===== src/rtl/wsp_pkg.sv =====
package wsp_pkg;

  localparam int RegCount = 8;
  localparam int AddrW = 6;
  localparam int DataW = 64;
  localparam int SizeW = 14;
  localparam int ClipW = 50;
  localparam int NumW = 64;
  localparam int RemW = 49;
  localparam int QuoW = 33;
  localparam int FracW = 15;
  localparam int DivStages = QuoW;
  localparam int Latency = DivStages + 5;

  localparam logic signed [ClipW-1:0] WMin = 50'sd656;
  localparam logic [SizeW-1:0] WidthReset = 14'd1920;
  localparam logic [SizeW-1:0] HeightReset = 14'd1080;

  typedef enum logic [2:0] {
    REG_ROW0_C01 = 3'd0,
    REG_ROW0_C23 = 3'd1,
    REG_ROW1_C01 = 3'd2,
    REG_ROW1_C23 = 3'd3,
    REG_ROW3_C01 = 3'd4,
    REG_ROW3_C23 = 3'd5,
    REG_WIDTH    = 3'd6,
    REG_HEIGHT   = 3'd7
  } wsp_reg_t;

  typedef struct packed {
    logic signed [31:0] world_x;
    logic signed [31:0] world_y;
    logic signed [31:0] world_z;
  } wsp_point_t;

  typedef struct packed {
    logic signed [31:0] screen_x;
    logic signed [31:0] screen_y;
    logic               visible;
  } wsp_pixel_t;

  typedef struct packed {
    logic [5:0][DataW-1:0] mat;
    logic [SizeW-1:0]      width;
    logic [SizeW-1:0]      height;
  } wsp_cfg_t;

  typedef struct packed {
    logic                   valid;
    logic                   vis;
    logic signed [NumW-1:0] num_x;
    logic signed [NumW-1:0] num_y;
    logic [RemW-1:0]        w;
  } wsp_clip_t;

  typedef struct packed {
    logic            valid;
    logic            tag;
    logic            neg;
    logic            ovf;
    logic [RemW-1:0] rem;
    logic [QuoW-1:0] low;
    logic [QuoW-1:0] quo;
    logic [RemW-1:0] div;
  } wsp_div_stage_t;

  function automatic logic signed [31:0] sat32(input logic signed [35:0] v);
    logic signed [31:0] r;
    if (v > 36'sh0_7FFF_FFFF) begin
      r = 32'sh7FFF_FFFF;
    end else if (v < -36'sh0_8000_0000) begin
      r = -32'sh8000_0000;
    end else begin
      r = v[31:0];
    end
    return r;
  endfunction

endpackage


===== src/rtl/wsp_regs.sv =====
module wsp_regs (
  input  logic                        clk,
  input  logic                        rst,
  input  logic                        psel,
  input  logic                        penable,
  input  logic                        pwrite,
  input  logic [wsp_pkg::AddrW-1:0]   paddr,
  input  logic [wsp_pkg::DataW-1:0]   pwdata,
  output logic [wsp_pkg::DataW-1:0]   prdata,
  output logic                        pready,
  output wsp_pkg::wsp_cfg_t           cfg
);

  wsp_pkg::wsp_reg_t sel;
  logic              wr;

  assign sel = wsp_pkg::wsp_reg_t'(paddr[5:3]);
  assign wr = psel && penable && pwrite;
  assign pready = 1'b1;

  always_ff @(posedge clk) begin
    if (rst) begin
      cfg.mat <= '0;
      cfg.width <= wsp_pkg::WidthReset;
      cfg.height <= wsp_pkg::HeightReset;
    end else if (wr) begin
      case (sel)
        wsp_pkg::REG_WIDTH: cfg.width <= pwdata[wsp_pkg::SizeW-1:0];
        wsp_pkg::REG_HEIGHT: cfg.height <= pwdata[wsp_pkg::SizeW-1:0];
        default: cfg.mat[sel] <= pwdata;
      endcase
    end
  end

  always_comb begin
    case (sel)
      wsp_pkg::REG_WIDTH: prdata = 64'(cfg.width);
      wsp_pkg::REG_HEIGHT: prdata = 64'(cfg.height);
      default: prdata = cfg.mat[sel];
    endcase
  end

endmodule


===== config.mk =====
export PLATFORM = sky130hd
export DESIGN_NAME = wsp_regs
export DESIGN_NICKNAME = d
export VERILOG_FILES = /design/src/rtl/wsp_pkg.sv /design/src/rtl/wsp_regs.sv
export SDC_FILE = /design/constraint.sdc
export NUM_CORES = 1
export LEC_CHECK = 0
export ABC_AREA = 1
export BUFFER_PORTS_ARGS = -buffer_cell sky130_fd_sc_hd__clkbuf_2
export CORE_AREA = 2 2 212 214
export CTS_BUF_LIST = sky130_fd_sc_hd__clkbuf_2
export CTS_CLUSTER_SIZE = 24
export DETAILED_ROUTE_END_ITERATION = 8
export DIE_AREA = 0 0 214 216
export GPL_ROUTABILITY_DRIVEN = 0
export PLACE_DENSITY = 0.7
export SKIP_CTS_REPAIR_TIMING = 1
export SYNTH_ARGS = -nofsm -noshare
export SYNTH_HDL_FRONTEND = slang
export SYNTH_SLANG_ARGS = --single-unit

===== constraint.sdc =====
create_clock -name clk -period 1.5 [get_ports clk]
set_input_delay 0.075 -clock clk [delete_from_list [all_inputs] [get_ports clk]]
set_output_delay 0.075 -clock clk [all_outputs]
set_load 0.02 [all_outputs]

==> results of run 1 <==
==> critical path: stages <==
cell,delay [ns]
clkbuf_2,0.20
nand2_1,0.19
nor2_2,0.17
buf_12,0.17
dlygate4sd3_1,0.89
nand2_1,0.18
inv_2,0.27
nand2_1,0.12
dlygate4sd3_1,0.59
nand3_1,0.08
dlygate4sd3_1,0.55
==> Yosys cell counts, drive strengths merged <==
| master | instances |
|---|---|
| or2 | 32 |
| dfxtp | 412 |
| nand2 | 983 |
| clkbuf | 69 |
| a21oi | 4 |
| buf | 171 |
| nor2 | 851 |
| conb | 1 |
| inv | 72 |
| o211ai | 32 |
| nand3 | 476 |
| nand4 | 50 |
==> metal layers <==
layer / part of all wire, % / vias up
met5: 0 / -
met4: 6.2 / 0
met3: 11 / 480
met2: 46 / 2007
met1: 36 / 11940
li1: - / 11650
==> layout make-up <==
cell class | instances | area share (%)
sequential | 412 | 28.61
clock inverter | 20 | 0.2449
inverter | 72 | 0.9272
antenna | 2 | 0.01606
clock buffer | 161 | 2.585
tap | 592 | 2.376
timing repair buffer | 981 | 31.75
multi-input combinational | 2429 | 33.49
==> worst paths after layout <==
| check | from | to | slack [ns] | cells after the start |
|---|---|---|---|---|
| setup reg to reg | cfg[377] | cfg[377] | 0.21 | 4 |
| setup / recovery | paddr[4] | cfg[3] | -0.91 | 11 |
| hold / removal | rst | cfg[160] | 0.04 | 6 |
| hold reg to reg | cfg[309] | cfg[309] | 0.50 | 2 |
==> cells by family (layout without fill, tap and decap cells) <==
logic type	after synthesis	after routing
other cells	1	3
simple gates	2392	2392
compound gates	36	36
buf+inv	312	1234
flops	412	412
==> layout by cell type, fill, tap and decap left out, drive strengths merged <==
master	count
inv	73
conb	1
nor2	851
buf	701
or2	32
dlygate4sd3	211
nand2	983
a21oi	4
clkinv	19
diode	2
nand3	476
clkbuf	230
o211ai	32
dfxtp	412
nand4	50
==> power by group <==
part / internal (mW) / leakage, nW / switching [mW] / total [mW]
logic: 1.43 / 10.3 / 2.11 / 3.55
registers: 11.0 / 3.54 / 0.158 / 11.2
clock network: 2.80 / 0.708 / 4.76 / 7.56
total: 15.2 / 14.5 / 7.03 / 22.3
==> reports/qor.yml, run 1 <==
outcome: "finished with violations"
violations: "setup timing"
use_met1_pct: 42.44
synthXorXnorAreaFrac_pct: 0
cp_max_fo: 17
fin_cells: 4669
dp_cells: 4190
initial_core_util_pct: 44.85
period_share_pct: 160.5
vias: 26080
synth.area.top_cells: "dfxtp_1 42%, nand2_1 19%, nor2_1 16%"
grt_max_degree: 75
fin_ws_ns: -0.9075
viasPerCell: 5.585
seqCellArea_mm2: 0.008917
ctsLongestPathBuffers: 3
synthAdderAreaFrac_pct: 0
yosys.area.top_type_share_pct: 41.95
power.total_mw: 22.26
fill_cells: 3216
core_area_mm2: 0.04384
layout.nets: 4078
seq_area_frac_synth_pct: 41.95
end_kind: "register"
grt_use_total_pct: 33.43
stdcell_area_mm2: 0.03117
maxSlewHeadroom_pct: 34.83
worst_pin_slew_ns: 0.9744
slew_violations: 0
portBuffers: 547
max_freq_mhz: 415.4
cts_tree: "done"
place_ws_ns: -0.03808
chipWidth_um: 214
grt_pass1_vias: 21050
fin_skew_ns: 0
largest_reg_flops: 412
h-tree-depth: 3
die_y_um: 216
cts-root-buf: "clkbuf_2"
clk_latency_ns: 1.13
grt_overflow: 0
synth_fp_nets: 3228
postPlaceCellArea_mm2: 0.02405
wl_per_cell_um: 20.15
grt_setup_unrepaired: "true"
leakage_nw: 14.53
top_regs: "cfg: 412 flops"
clock_sinks: 412
synth_top_family_by_area: "simple AND/OR/NAND/NOR gates"
arrival_ns: 3.49
firstDrtPassIters: 6
avgSynthCellArea_um2: 6.235
syn_inst: 3153
synthDistinctLibCells: 17
grtUsageMet3_pct: 6.808
ant_nets: 0
place_hpwl_um: 54410
antenna_found_initial: 2
synthSimpleGateAreaFrac_pct: 49.89
final_util_pct: 71.11
synth_compound_area_share_pct: 1.324
ir_drop_v: 0.0006255
drcViolationCount: 0
syn_to_final_growth_pct: 58.55
synth_area_leader_cell: "dfxtp_1"
clk_pin_slew_ns: 0.11
critical_path_class: "in -> reg"
synthMuxAreaShare_pct: 0
boundaryPins: 552
grt-busiest-layer: "met2"
cts-buffers-inserted: 107
start_kind: "primary input"
totalWireLength_um: 94060
crit_required_ns: 2.58
fin_hold_ws_ns: 0.03876
drt_iter0_markers: 3015
hold_viol: 0
rows: 77
syn_area_mm2: 0.01966
tns_ns: -149.05
ys_warn_count: 0
cap_viol_max_count: 0
min_period_ns: 2.407
hp-class: "in -> reg"
fp.dieArea_mm2: 0.04622
grt_use_met2_pct: 53.89
ys_seq_elements: 412
setup_viol: 575
grt_pass1_wl_um: 121400
top_register: "cfg"
drive_above_1_share_pct: 35.78
p_per_area_mw_per_mm2: 714.2
multiInputGateArea_mm2: 0.01044
(Power assumes the default switching activity.)
==> run 2: changes to the inputs <==
==> constraint.sdc (replaced) <==
create_clock -name clk -period 2.9 [get_ports clk]
set_input_delay 0.145 -clock clk [delete_from_list [all_inputs] [get_ports clk]]
set_output_delay 0.145 -clock clk [all_outputs]
set_load 0.02 [all_outputs]
==> run 2 against run 1 <==
Net effect:
- the run now ends clean
- global-route usage down 0.57 points
- critical path type unchanged
- routed wire length decreased by 14%
- sequential power decreased by 48%
- setup slack gained 0.98 ns
- utilization decreased by 14 points
- total power down 50%
- count of clock-buffer cells in the layout fell by 5
- via count shrank 11%
- sequential share of layout area is 4.1 points higher
- clock skew unchanged
==> reports/qor.yml, run 2 (synthesis gave the netlist of run 1 again) <==
drive_above_1_share_pct: 21.26
max_freq_mhz: 353.7
dp_cells: 4103
core_area_mm2: 0.04384
cpMostUsedCell: "dlygate4sd3_1"
end_kind: "register"
fin_hold_ws_ns: 0.009503
vias: 23090
stdcell_area_mm2: 0.02520
maxSlewHeadroom_pct: 38.05
antenna_found_initial: 2
chipWidth_um: 214
ir_drop_v: 0.0002751
power.share.clock_pct: 35.3
grt_pass1_vias: 19990
layout.nets: 3839
crit_required_ns: 3.91
fp.dieArea_mm2: 0.04622
grt_overflow: 0
grt_max_degree: 116
critical_path_class: "in -> reg"
die_y_um: 216
outcome: "complete, no violations"
drt_iter0_markers: 2153
cp_max_fo: 42
grtUsageMet3_pct: 7.188
top_register: "cfg"
firstDrtPassIters: 6
grt_setup_unrepaired: "false"
fin_skew_ns: 0
setup_viol: 0
leakage_nw: 12.38
path_cells: "dlygate4sd3_1, clkbuf_2, nand3_2, dlygate4sd3_1, nor2_4, buf_4, nand2_1, dlygate4sd3_1, nand2_1, nor2_1, dlygate4sd3_1"
boundaryPins: 552
final_common_cell: "nand2_1"
cts-root-buf: "clkbuf_2"
totalWireLength_um: 81030
wl_per_cell_um: 18.30
grt_use_total_pct: 32.86
cpMaxStageDelayCell: "dlygate4sd3_1"
start_kind: "primary input"
power_switching_mw: 3.501
cts-buffers-inserted: 105
p_per_area_mw_per_mm2: 443.9
cap_viol_max_count: 0
fin_cells: 4427
initial_core_util_pct: 44.85
grt_use_met2_pct: 53.02
ctsLongestPathBuffers: 3
clk_latency_ns: 1.11
clk_pin_slew_ns: 0.10
rows: 77
hp-class: "in -> reg"
syn_to_final_growth_pct: 28.15
p_int_mw: 7.685
grt-busiest-layer: "met2"
place_hpwl_um: 50040
postPlaceCellArea_mm2: 0.02284
switching_share_pct: 31.30
viasPerCell: 5.216
min_period_ns: 2.827
seq_power_share_pct: 51.8
ant_nets: 0
tns_ns: 0
drcViolationCount: 0
largest_reg_flops: 412
hold_viol: 0
slew_violations: 0
cts_tree: "done"
arrival_ns: 3.84
portBuffers: 547
grt_pass1_wl_um: 119300
use_met1_pct: 41.81
period_share_pct: 97.48
combPwrFrac_pct: 12.9
cpPeakStageDelay_ns: 0.88
h-tree-depth: 3
clock_sinks: 412
layout_common_cells: "983 x nand2_1, 836 x nor2_1, 701 x clkbuf_2, 475 x nand3_1, 412 x dfxtp_1"
worst_pin_slew_ns: 0.9292
top_regs: "cfg: 412 flops"
## run 2: metrics by stage
step | power, mW | utilization [%] | setup slack [ns]
3_3_place_gp | 7.190 | 52.11 | 0.7471
4_1_cts | 11.08 | 54.14 | 0.3780
2_1_floorplan | 6.716 | - | 1.602
3_5_place_dp | 7.194 | 52.11 | 0.7309
6_report | 11.19 | 57.48 | 0.07313
5_1_grt | 11.67 | 57.48 | 0.09519
## run 2: final cells by class
cell class / instances / area [µm²]
Tap cell: 592 / 740.7
Clock buffer: 156 / 780.7
Antenna cell: 1 / 2.502
Timing Repair Buffer: 744 / 4875
Sequential cell: 412 / 8248
Multi-Input combinational cell: 2429 / 10150
Inverter: 72 / 289.0
Fill cell: 4352 / 18640
Clock inverter: 21 / 108.9
## run 2: path summary, 6_finish.rpt
| path | slack [ns] | depth (start not counted) | endpoint | from |
|---|---|---|---|---|
| hold reg to reg | 0.50 | 2 | cfg[316] | cfg[316] |
| setup / recovery | 0.07 | 11 | cfg[399] | penable |
| setup reg to reg | 1.67 | 3 | cfg[24] | cfg[24] |
| hold / removal | 0.01 | 6 | cfg[396] | pwdata[48] |
## run 2: power by group through the flow
stage                     sequential (mW)  combinational [mW]  clock, mW
final                                5.80                1.44       3.95
after global routing                 5.81                1.54       4.33
after CTS                            5.79                1.27       4.01
after detailed placement             5.93                1.27          0
after global placement               5.92                1.27          0
after floorplan                      6.00               0.719          0
## run 2: critical path: cells and delay by family
family / cells / cell delay, ns
buffers and inverters: 6 / 3.06
and+or+nand+nor: 5 / 0.56
## run 2: layer usage
| metal | vias up | share of wire, % |
|---|---|---|
| li1 | 11170 | - |
| met1 | 10450 | 40 |
| met2 | 1282 | 47 |
| met3 | 194 | 9.6 |
| met4 | 0 | 4.0 |
| met5 | - | 0 |
